==> src/rtl/nor_flash_command_decoder_core_macros.svh <==
// Assertion helpers used by the command decoder core.
`ifndef NOR_FLASH_COMMAND_DECODER_CORE_MACROS_SVH
`define NOR_FLASH_COMMAND_DECODER_CORE_MACROS_SVH

// Property that must hold at every clock edge outside reset.
`define NFCD_ASSERT(label, clk, rst, prop, msg) \
   label: assert property (@(posedge clk) disable iff (rst) (prop)) else $error(msg);

// Antecedent in one cycle implies consequent in the next.
`define NFCD_ASSERT_NEXT(label, clk, rst, ante, cons, msg) \
   label: assert property (@(posedge clk) disable iff (rst) (ante) |=> (cons)) \
      else $error(msg);

`endif

==> src/rtl/nfcd_pkg.sv <==
// ----------------------------------------------------------------------------
// nfcd_pkg
// Types and constants of the NOR flash command decoder.
// ----------------------------------------------------------------------------
`timescale 1ns / 1ps

package nfcd_pkg;

   localparam int ADDR_BITS_DEFAULT = 25;
   localparam int CSR_DATA_BITS     = 32;
   localparam int CSR_INDEX_BITS    = 2;

   // Command-cycle address compare covers offset bits 11:1
   localparam int CMD_LSB = 1;
   localparam int CMD_MSB = 11;

   // Sector size limits (log2 bytes)
   localparam logic [4:0] SECTOR_LOG2_MIN = 5'd12;
   localparam logic [4:0] SECTOR_LOG2_MAX = 5'd24;

   // Register indexes
   localparam logic [CSR_INDEX_BITS-1:0] CSR_UNLOCK_FIRST  = 2'd0;
   localparam logic [CSR_INDEX_BITS-1:0] CSR_UNLOCK_SECOND = 2'd1;
   localparam logic [CSR_INDEX_BITS-1:0] CSR_AUTO_IDENT    = 2'd2;
   localparam logic [CSR_INDEX_BITS-1:0] CSR_SECTOR_LOG2   = 2'd3;

   // Register reset values
   localparam logic [24:0] UNLOCK_FIRST_RESET  = 25'h0000AAA;
   localparam logic [24:0] UNLOCK_SECOND_RESET = 25'h0000554;
   localparam logic [31:0] AUTO_IDENT_RESET    = 32'h0000_0000;
   localparam logic [4:0]  SECTOR_LOG2_RESET   = 5'd17;

   // Command codes (low byte of the written halfword)
   localparam logic [7:0] CMD_UNLOCK1     = 8'hAA;
   localparam logic [7:0] CMD_UNLOCK2     = 8'h55;
   localparam logic [7:0] CMD_AUTOSELECT  = 8'h90;
   localparam logic [7:0] CMD_PROGRAM     = 8'hA0;
   localparam logic [7:0] CMD_ERASE_SETUP = 8'h80;
   localparam logic [7:0] CMD_BYPASS      = 8'h20;
   localparam logic [7:0] CMD_RESET       = 8'hF0;
   localparam logic [7:0] CMD_ERASE_SECT  = 8'h30;
   localparam logic [7:0] CMD_ERASE_CHIP  = 8'h10;
   localparam logic [7:0] CMD_BYPASS_EXIT = 8'h00;

   typedef enum logic [3:0] {
      ST_READ   = 4'd0,
      ST_UNL1   = 4'd1,
      ST_UNL2   = 4'd2,
      ST_PROG   = 4'd3,
      ST_ESETUP = 4'd4,
      ST_EUNL1  = 4'd5,
      ST_EUNL2  = 4'd6,
      ST_AUTO   = 4'd7,
      ST_BPROG  = 4'd8,
      ST_BEXIT  = 4'd9
   } state_type;

   typedef enum logic [2:0] {
      ACT_NONE   = 3'd0,
      ACT_PROG   = 3'd1,
      ACT_ESECT  = 3'd2,
      ACT_ECHIP  = 3'd3,
      ACT_AENTER = 3'd4,
      ACT_ALEAVE = 3'd5
   } action_type;

   // Configuration as the decoder sees it
   typedef struct packed {
      logic [CMD_MSB:CMD_LSB] unlock_first;
      logic [CMD_MSB:CMD_LSB] unlock_second;
      logic [31:0]            auto_ident;
      logic [4:0]             sector_log2;
   } cfg_type;

   // Decoder control result for one transfer
   typedef struct packed {
      state_type  next_state;
      logic       next_bypass;
      action_type action;
   } ctrl_type;

endpackage

==> src/rtl/nor_flash_command_decoder_core.sv <==
// ----------------------------------------------------------------------------
// nor_flash_command_decoder_core
// NOR flash command-set decoder: one bus write in, one array action out.
// ----------------------------------------------------------------------------
// Usage:
//   req_*  carries one halfword bus write (byte offset and value) per transfer.
//   rsp_*  carries one action per write: none, program, erase sector (with
//          aligned base), erase chip, enter or leave autoselect, and the
//          bypass flag after that write.
//   csr_*  writes the unlock addresses, the autoselect ident word and the
//          sector size; write only while no transfer is in flight.
// Path: a request passes the input register, then the result register, before
//   its result is presented; a stall can hold it in either register.
// Throughput: one write per cycle unless the result stalls; the command
//   state updates in the same cycle the decode lands in the result register.
// Reset: command state returns to read array, bypass clears, registers take
//   their default values, both stages empty.
// Stall: while rsp_ready is low the result holds; one more write is taken
//   into the input register, after which req_ready drops.
// ----------------------------------------------------------------------------
`timescale 1ns / 1ps

module nor_flash_command_decoder_core #(
   parameter int ADDR_BITS = nfcd_pkg::ADDR_BITS_DEFAULT
) (
   input  logic                                clock,
   input  logic                                reset,
   input  logic                                req_valid,
   output logic                                req_ready,
   input  logic [ADDR_BITS-1:0]                req_write_offset,
   input  logic [15:0]                         req_write_value,
   output logic                                rsp_valid,
   input  logic                                rsp_ready,
   output logic [2:0]                          rsp_action,
   output logic [ADDR_BITS-1:0]                rsp_target_offset,
   output logic [31:0]                         rsp_payload,
   output logic                                rsp_bypass_active,
   input  logic                                csr_wen,
   input  logic [nfcd_pkg::CSR_INDEX_BITS-1:0] csr_index,
   input  logic [nfcd_pkg::CSR_DATA_BITS-1:0]  csr_wdata
);
   import nfcd_pkg::*;

   `include "nor_flash_command_decoder_core_macros.svh"

   cfg_type              cfg_ff;
   logic                 s1_valid_ff;
   logic [ADDR_BITS-1:0] s1_offset_ff;
   logic [15:0]          s1_value_ff;
   state_type            state_ff;
   logic                 bypass_ff;
   logic                 out_valid_ff;
   action_type           out_action_ff;
   logic [ADDR_BITS-1:0] out_target_ff;
   logic [31:0]          out_payload_ff;
   logic                 out_bypass_ff;

   ctrl_type             ctrl_in;
   logic [ADDR_BITS-1:0] target_in;
   logic [31:0]          payload_in;
   logic                 out_load;
   logic                 s1_load;

   // Stage advance
   assign out_load  = s1_valid_ff && (!out_valid_ff || rsp_ready);
   assign req_ready = !s1_valid_ff || out_load;
   assign s1_load   = req_valid && req_ready;

   // Configuration registers
   always_ff @(posedge clock) begin
      if (reset) begin
         cfg_ff.unlock_first  <= UNLOCK_FIRST_RESET[CMD_MSB:CMD_LSB];
         cfg_ff.unlock_second <= UNLOCK_SECOND_RESET[CMD_MSB:CMD_LSB];
         cfg_ff.auto_ident    <= AUTO_IDENT_RESET;
         cfg_ff.sector_log2   <= SECTOR_LOG2_RESET;
      end else if (csr_wen) begin
         unique case (csr_index)
            CSR_UNLOCK_FIRST:  cfg_ff.unlock_first  <= csr_wdata[CMD_MSB:CMD_LSB];
            CSR_UNLOCK_SECOND: cfg_ff.unlock_second <= csr_wdata[CMD_MSB:CMD_LSB];
            CSR_AUTO_IDENT:    cfg_ff.auto_ident    <= csr_wdata;
            CSR_SECTOR_LOG2:   cfg_ff.sector_log2   <= csr_wdata[4:0];
            default:           cfg_ff.sector_log2   <= cfg_ff.sector_log2;
         endcase
      end
   end

   // Input register: capture the transfer
   always_ff @(posedge clock) begin
      if (reset) begin
         s1_valid_ff <= 1'b0;
      end else if (req_ready) begin
         s1_valid_ff <= req_valid;
      end
   end

   always_ff @(posedge clock) begin
      if (s1_load) begin
         s1_offset_ff <= req_write_offset;
         s1_value_ff  <= req_write_value;
      end
   end

   nfcd_decode #(
      .ADDR_BITS (ADDR_BITS)
   ) u_decode (
      .state         (state_ff),
      .bypass        (bypass_ff),
      .cfg           (cfg_ff),
      .write_offset  (s1_offset_ff),
      .write_value   (s1_value_ff),
      .ctrl          (ctrl_in),
      .target_offset (target_in),
      .payload       (payload_in)
   );

   // Command state: advance as each decode lands in the result register
   always_ff @(posedge clock) begin
      if (reset) begin
         state_ff  <= ST_READ;
         bypass_ff <= 1'b0;
      end else if (out_load) begin
         state_ff  <= ctrl_in.next_state;
         bypass_ff <= ctrl_in.next_bypass;
      end
   end

   // Result register: hold while the receiver stalls
   always_ff @(posedge clock) begin
      if (reset) begin
         out_valid_ff <= 1'b0;
      end else if (out_load) begin
         out_valid_ff <= 1'b1;
      end else if (rsp_ready) begin
         out_valid_ff <= 1'b0;
      end
   end

   always_ff @(posedge clock) begin
      if (out_load) begin
         out_action_ff  <= ctrl_in.action;
         out_target_ff  <= target_in;
         out_payload_ff <= payload_in;
         out_bypass_ff  <= ctrl_in.next_bypass;
      end
   end

   assign rsp_valid         = out_valid_ff;
   assign rsp_action        = 3'(out_action_ff);
   assign rsp_target_offset = out_target_ff;
   assign rsp_payload       = out_payload_ff;
   assign rsp_bypass_active = out_bypass_ff;

   // Unlock and command sequences run only outside bypass mode
   `NFCD_ASSERT(a_seq_no_bypass, clock, reset,
      !((state_ff == ST_UNL1 || state_ff == ST_UNL2 || state_ff == ST_PROG ||
         state_ff == ST_ESETUP || state_ff == ST_EUNL1 || state_ff == ST_EUNL2 ||
         state_ff == ST_AUTO) && bypass_ff), "command sequence active in bypass mode")
   // Bypass program and exit states only arise in bypass mode
   `NFCD_ASSERT(a_bypass_states, clock, reset,
      !((state_ff == ST_BPROG || state_ff == ST_BEXIT) && !bypass_ff),
      "bypass state without bypass mode")
   // Target offset is zero unless program or sector erase
   `NFCD_ASSERT(a_target_zero, clock, reset,
      !(rsp_valid && out_action_ff != ACT_PROG && out_action_ff != ACT_ESECT &&
        rsp_target_offset != '0), "nonzero target offset on non-addressed action")
   // Sector base is aligned to at least the minimum sector size
   `NFCD_ASSERT(a_sector_aligned, clock, reset,
      !(rsp_valid && out_action_ff == ACT_ESECT && rsp_target_offset[11:0] != 12'h000),
      "sector erase base not aligned")
   // A decode that moves forward is presented in the next cycle
   `NFCD_ASSERT_NEXT(a_out_follows, clock, reset, out_load, rsp_valid,
      "decoded transfer not presented")

endmodule

==> src/rtl/nfcd_decode.sv <==
// ----------------------------------------------------------------------------
// nfcd_decode
// Command state transition and action decode for one bus write.
// ----------------------------------------------------------------------------
`timescale 1ns / 1ps

module nfcd_decode #(
   parameter int ADDR_BITS = nfcd_pkg::ADDR_BITS_DEFAULT
) (
   input  nfcd_pkg::state_type state,
   input  logic                bypass,
   input  nfcd_pkg::cfg_type   cfg,
   input  logic [ADDR_BITS-1:0] write_offset,
   input  logic [15:0]          write_value,
   output nfcd_pkg::ctrl_type  ctrl,
   output logic [ADDR_BITS-1:0] target_offset,
   output logic [31:0]          payload
);
   import nfcd_pkg::*;

   logic [7:0]             code;
   logic [CMD_MSB:CMD_LSB] cmd_off;
   logic                   hit_first;
   logic                   hit_second;
   logic [4:0]             sect_log2;
   logic [ADDR_BITS-1:0]   sect_mask;
   state_type              nxt_state;
   logic                   nxt_bypass;
   action_type             act;

   assign code       = write_value[7:0];
   assign cmd_off    = write_offset[CMD_MSB:CMD_LSB];
   assign hit_first  = (cmd_off == cfg.unlock_first);
   assign hit_second = (cmd_off == cfg.unlock_second);

   // Clamp sector size and build the base alignment mask
   always_comb begin
      if (cfg.sector_log2 < SECTOR_LOG2_MIN) begin
         sect_log2 = SECTOR_LOG2_MIN;
      end else if (cfg.sector_log2 > SECTOR_LOG2_MAX) begin
         sect_log2 = SECTOR_LOG2_MAX;
      end else begin
         sect_log2 = cfg.sector_log2;
      end
      sect_mask = {ADDR_BITS{1'b1}} << sect_log2;
   end

   // Next state and bypass flag
   always_comb begin
      nxt_state  = ST_READ;
      nxt_bypass = bypass;
      unique case (state)
         ST_UNL1: begin
            if (code == CMD_UNLOCK2 && hit_second) nxt_state = ST_UNL2;
         end
         ST_UNL2: begin
            if (hit_first) begin
               case (code)
                  CMD_AUTOSELECT:  nxt_state  = ST_AUTO;
                  CMD_PROGRAM:     nxt_state  = ST_PROG;
                  CMD_ERASE_SETUP: nxt_state  = ST_ESETUP;
                  CMD_BYPASS:      nxt_bypass = 1'b1;
                  default:         nxt_state  = ST_READ;
               endcase
            end
         end
         ST_PROG, ST_BPROG: begin
            nxt_state = ST_READ;
         end
         ST_ESETUP: begin
            if (code == CMD_UNLOCK1 && hit_first) nxt_state = ST_EUNL1;
         end
         ST_EUNL1: begin
            if (code == CMD_UNLOCK2 && hit_second) nxt_state = ST_EUNL2;
         end
         ST_EUNL2: begin
            nxt_state = ST_READ;
         end
         ST_AUTO: begin
            if (code != CMD_RESET) nxt_state = ST_AUTO;
         end
         ST_BEXIT: begin
            if (code == CMD_BYPASS_EXIT) nxt_bypass = 1'b0;
         end
         default: begin
            // read state, and any unused code behaves the same
            if (bypass) begin
               if (code == CMD_PROGRAM) begin
                  nxt_state = ST_BPROG;
               end else if (code == CMD_AUTOSELECT) begin
                  nxt_state = ST_BEXIT;
               end
            end else if (code == CMD_UNLOCK1 && hit_first) begin
               nxt_state = ST_UNL1;
            end
         end
      endcase
   end

   // Action, target and payload
   always_comb begin
      act           = ACT_NONE;
      target_offset = '0;
      payload       = '0;
      unique case (state)
         ST_UNL2: begin
            if (hit_first && code == CMD_AUTOSELECT) begin
               act     = ACT_AENTER;
               payload = cfg.auto_ident;
            end
         end
         ST_PROG, ST_BPROG: begin
            act           = ACT_PROG;
            target_offset = write_offset;
            payload       = {16'h0000, write_value};
         end
         ST_EUNL2: begin
            if (code == CMD_ERASE_SECT) begin
               act           = ACT_ESECT;
               target_offset = write_offset & sect_mask;
            end else if (code == CMD_ERASE_CHIP) begin
               act = ACT_ECHIP;
            end
         end
         ST_AUTO: begin
            if (code == CMD_RESET) act = ACT_ALEAVE;
         end
         default: begin
            act = ACT_NONE;
         end
      endcase
   end

   assign ctrl = '{next_state: nxt_state, next_bypass: nxt_bypass, action: act};

endmodule
==> config.mk <==
export PLATFORM = sky130hd
export DESIGN_NAME = nor_flash_command_decoder_core
export DESIGN_NICKNAME = d
export VERILOG_FILES = /design/src/rtl/nfcd_pkg.sv /design/src/rtl/nor_flash_command_decoder_core.sv /design/src/rtl/nfcd_decode.sv
export VERILOG_INCLUDE_DIRS = /design/src /design/src/rtl
export SDC_FILE = /design/constraint.sdc
export NUM_CORES = 1
export LEC_CHECK = 0
export BUFFER_PORTS_ARGS = -buffer_cell sky130_fd_sc_hd__buf_2
export CORE_MARGIN = 2
export CORE_UTILIZATION = 54
export DETAILED_ROUTE_END_ITERATION = 8
export PLACE_DENSITY = 0.79
export SLEW_MARGIN = 10
export SYNTH_ARGS = -nofsm -noshare
export SYNTH_HDL_FRONTEND = slang
export SYNTH_SLANG_ARGS = --single-unit
==> constraint.sdc <==
create_clock -name clock -period 3.8 [get_ports clock]
set_clock_uncertainty 0.2 [all_clocks]
set_input_delay 1.14 -clock clock [delete_from_list [all_inputs] [get_ports clock]]
set_output_delay 1.14 -clock clock [all_outputs]
set_load 0.01 [all_outputs]
==> results.sh <==
export IMPL_arrival_ns=1.67
export IMPL_tightestPinTransition_ns=0.9632
export IMPL_grt_max_degree=60
export IMPL_synth_area_leader_cell="edfxtp_1"
export IMPL_holdPathEnd="cfg_ff[18]"
export IMPL_cellPowerDensity_nw_per_um2=486.6
export IMPL_start_util=0.5512
export IMPL_power_leakage_nw=3.129
export IMPL_cts_clk_slew_worst_paths_ns=0.06
export IMPL_min_from="cfg_ff[18]"
export IMPL_worstSetupPathType="in -> out"
export IMPL_r2r_start="s1_value_ff[0]"
export IMPL_ir_drop_v=0.0003158
export IMPL_worst_path_max_delay_cell="nor2b_1"
export IMPL_finalCriticalPeriod_ns=3.008
export IMPL_endpoint_kind="primary output"
export IMPL_cts_tree="yes"
export IMPL_path_cells="buf_2 -> nor2b_1 -> nand2_1 -> buf_2"
export IMPL_routedWlPerCell_um=16.73
export IMPL_synth_area_um2=6593
export IMPL_nNetsFinal=774
export IMPL_period_share=0.7917
export IMPL_yosysTopAreaCellShare=0.4646
export IMPL_die_w_um=114.5
export IMPL_crit_fanout=4
export IMPL_ys_seq_elements=168
export IMPL_synth_ff_type="edfxtp_1"
export IMPL_vias=4730
export IMPL_grt_usage=0.2272
export IMPL_area_delta_synth_final_pct=21.37
export IMPL_drive_above_1_share=0.2772
export IMPL_cts_repair_resized=0
export IMPL_drt_vias_per_instance=5.539
export IMPL_cts_setup_buffers=0
export IMPL_clockBufferDepth=2
export IMPL_fin_tns_setup_ns=0
export IMPL_max_slew_margin_rel=0.3579
export IMPL_crit_path_frequent_cell="buf_2"
export IMPL_grt_pass1_vias=4537
export IMPL_h_tree_depth=4
export IMPL_rows=40
export IMPL_postSynthAreaPerCell_um2=11.92
export IMPL_start_kind="input pin"
export IMPL_die_h_um=114.5
export IMPL_numCtsBuffers=17
export IMPL_final_hold_violation_count=0
export IMPL_port_buffers=142
export IMPL_synth_area_leaders="edfxtp_1, dfxtp_1, nand2_1, a21oi_1, and2_1"
export IMPL_dieArea_um2=13110
export IMPL_hold_class="reg -> reg"
export IMPL_cts_hold_fix_buffers=0
export IMPL_final_common_cell="buf_2"
export IMPL_ys_seq_area_frac=0.6650
export IMPL_whs_path_depth=2
export IMPL_synth_edf_count=102
export IMPL_r2r_end="rsp_target_offset[12]"
export IMPL_ys_async_sr_fraction=0
export IMPL_hpwlAfterDp_um=9894
export IMPL_antenna_found_initial=0
export IMPL_finalWirelength_um=14290
export IMPL_fillers=861
export IMPL_clock_fmax_mhz=332.4
export IMPL_drv_cap=0
export IMPL_reg2reg_depth=5
export IMPL_n_antenna_cell=0
export IMPL_setup_violations=0
export IMPL_pin_count=143
export IMPL_grt_pass1_wl_um=22650
export IMPL_synth_warning_count=0
export IMPL_slowest_delay_ns=0.20
export IMPL_r2r_setup_slack_ns=1.24
export IMPL_final_cell_mix="buf_2, edfxtp_1, nand2_1, dfxtp_1, a21oi_1"
export IMPL_grt_ovfl_total=0
export IMPL_worst_ep_required_time_ns=2.46
export IMPL_drt_pass1_iterations=5
export IMPL_syn_inst=553
export IMPL_drt_iter0_drc=416
export IMPL_clockRootBuffer="clkbuf_16"
export IMPL_drc=0
export IMPL_rsz0062_at_grt="false"
export IMPL_clock_sinks=168
export IMPL_place_gp_congestion=0.8842
export IMPL_status="completed"
export IMPL_power_total_mw=3.894
export IMPL_slew_viol_final=0
export IMPL_clkLatencyLatePin_ns=0.42
export IMPL_ys_types=52
export IMPL_core_area_um2=11960
export IMPL_syn_num_nets=633
export IMPL_ant_nets=0
==> layout make-up <==
class / count / area (um2) / area share
Clock inverter: 7 / 66.31 / 0.008288
Clock buffer: 25 / 495.5 / 0.06192
Timing Repair Buffer: 148 / 768.2 / 0.09601
Inverter: 5 / 18.77 / 0.002346
Sequential cell: 168 / 4384 / 0.5479
Tap cell: 147 / 183.9 / 0.02299
Multi-Input combinational cell: 354 / 2085 / 0.2605
==> registers in the layout, summed over array words and instances (netlist names) <==
name / flops
rsp_action: 3
rsp_bypass_active: 1
s1_valid_ff: 1
bypass_ff: 1
rsp_valid: 1
rsp_payload: 32
s1_offset_ff: 25
cfg_ff: 59
rsp_target_offset: 25
state_ff: 4
s1_value_ff: 16
==> per-stage QoR <==
step                instances  instance area, um2  utilization  worst slack [ns]  hold WS [ns]
CTS                       854                8001       0.6689            0.7869        0.2546
global route              854                8001       0.6689            0.7422        0.2792
global placement          822                7440       0.6220            0.8038        0.2375
floorplan                 553                6593            -            0.2652        0.2317
detailed placement        822                7440       0.6220            0.7949        0.2465
finish                    854                8001       0.6689            0.7917        0.2539
==> power breakdown <==
| part | internal (mW) | switching, mW | total (mW) | leakage (nW) |
|---|---|---|---|---|
| combinational | 0.0929 | 0.131 | 0.224 | 1.34 |
| sequential | 2.01 | 0.0433 | 2.05 | 1.52 |
| clock | 0.969 | 0.647 | 1.62 | 0.277 |
| total | 3.07 | 0.821 | 3.89 | 3.13 |
==> worst max path at each step <==
stage / from / end / slack (ns) / depth (start not counted)
after floorplan: rsp_ready / state_ff[0] / 0.27 / 6
after global placement: rsp_ready / req_ready / 0.80 / 4
after detailed placement: rsp_ready / req_ready / 0.79 / 4
after CTS: rsp_ready / req_ready / 0.79 / 4
after global routing: rsp_ready / req_ready / 0.74 / 4
final: rsp_ready / req_ready / 0.79 / 4
==> logic make-up (layout without fill, tap and decap cells) <==
logic type	Yosys count	count (layout)	share of synthesized area
and+or+nand+nor	227	227	0.1752
AOI/OAI and AO/OA	96	96	0.09603
xor gates and xnor gates	22	22	0.02923
muxes	9	9	0.01385
buffers and inverters	31	185	0.02069
DFF	168	168	0.6650
==> layer usage <==
metal | vias to the layer above | track usage | wire length [um]
li1 | 2242 | - | -
met3 | 31 | 0.05400 | 1082
met1 | 2251 | 0.2947 | 5840
met5 | - | 0 | 0
met2 | 206 | 0.3649 | 7069
met4 | 0 | 0.1016 | 298
==> worst max-delay path: cells and delay by family <==
kind / cells / cell delay [ns]
buffers and inverters: 2 / 0.24
AND/OR/NAND/NOR: 2 / 0.29
==> cells in the mapped netlist, drive strengths merged (2+ instances only) <==
cell type / count
a22o: 16
nand4: 7
a22oi: 2
nor2b: 12
o21a: 4
or2: 6
nor4: 4
dfxtp: 66
edfxtp: 102
and3: 6
o31ai: 2
o21ai: 7
o22ai: 2
a211o: 8
nor2: 30
and2: 33
mux2i: 8
a41oi: 2
nand2b: 5
or4: 2
xor2: 11
xnor2: 11
nand3b: 7
a21oi: 44
a21o: 2
nand3: 4
nor3: 3
or3: 3
inv: 5
nand2: 99
o211ai: 2
clkbuf: 22
buf: 4
Note: power is estimated with default switching activity, not from simulation.
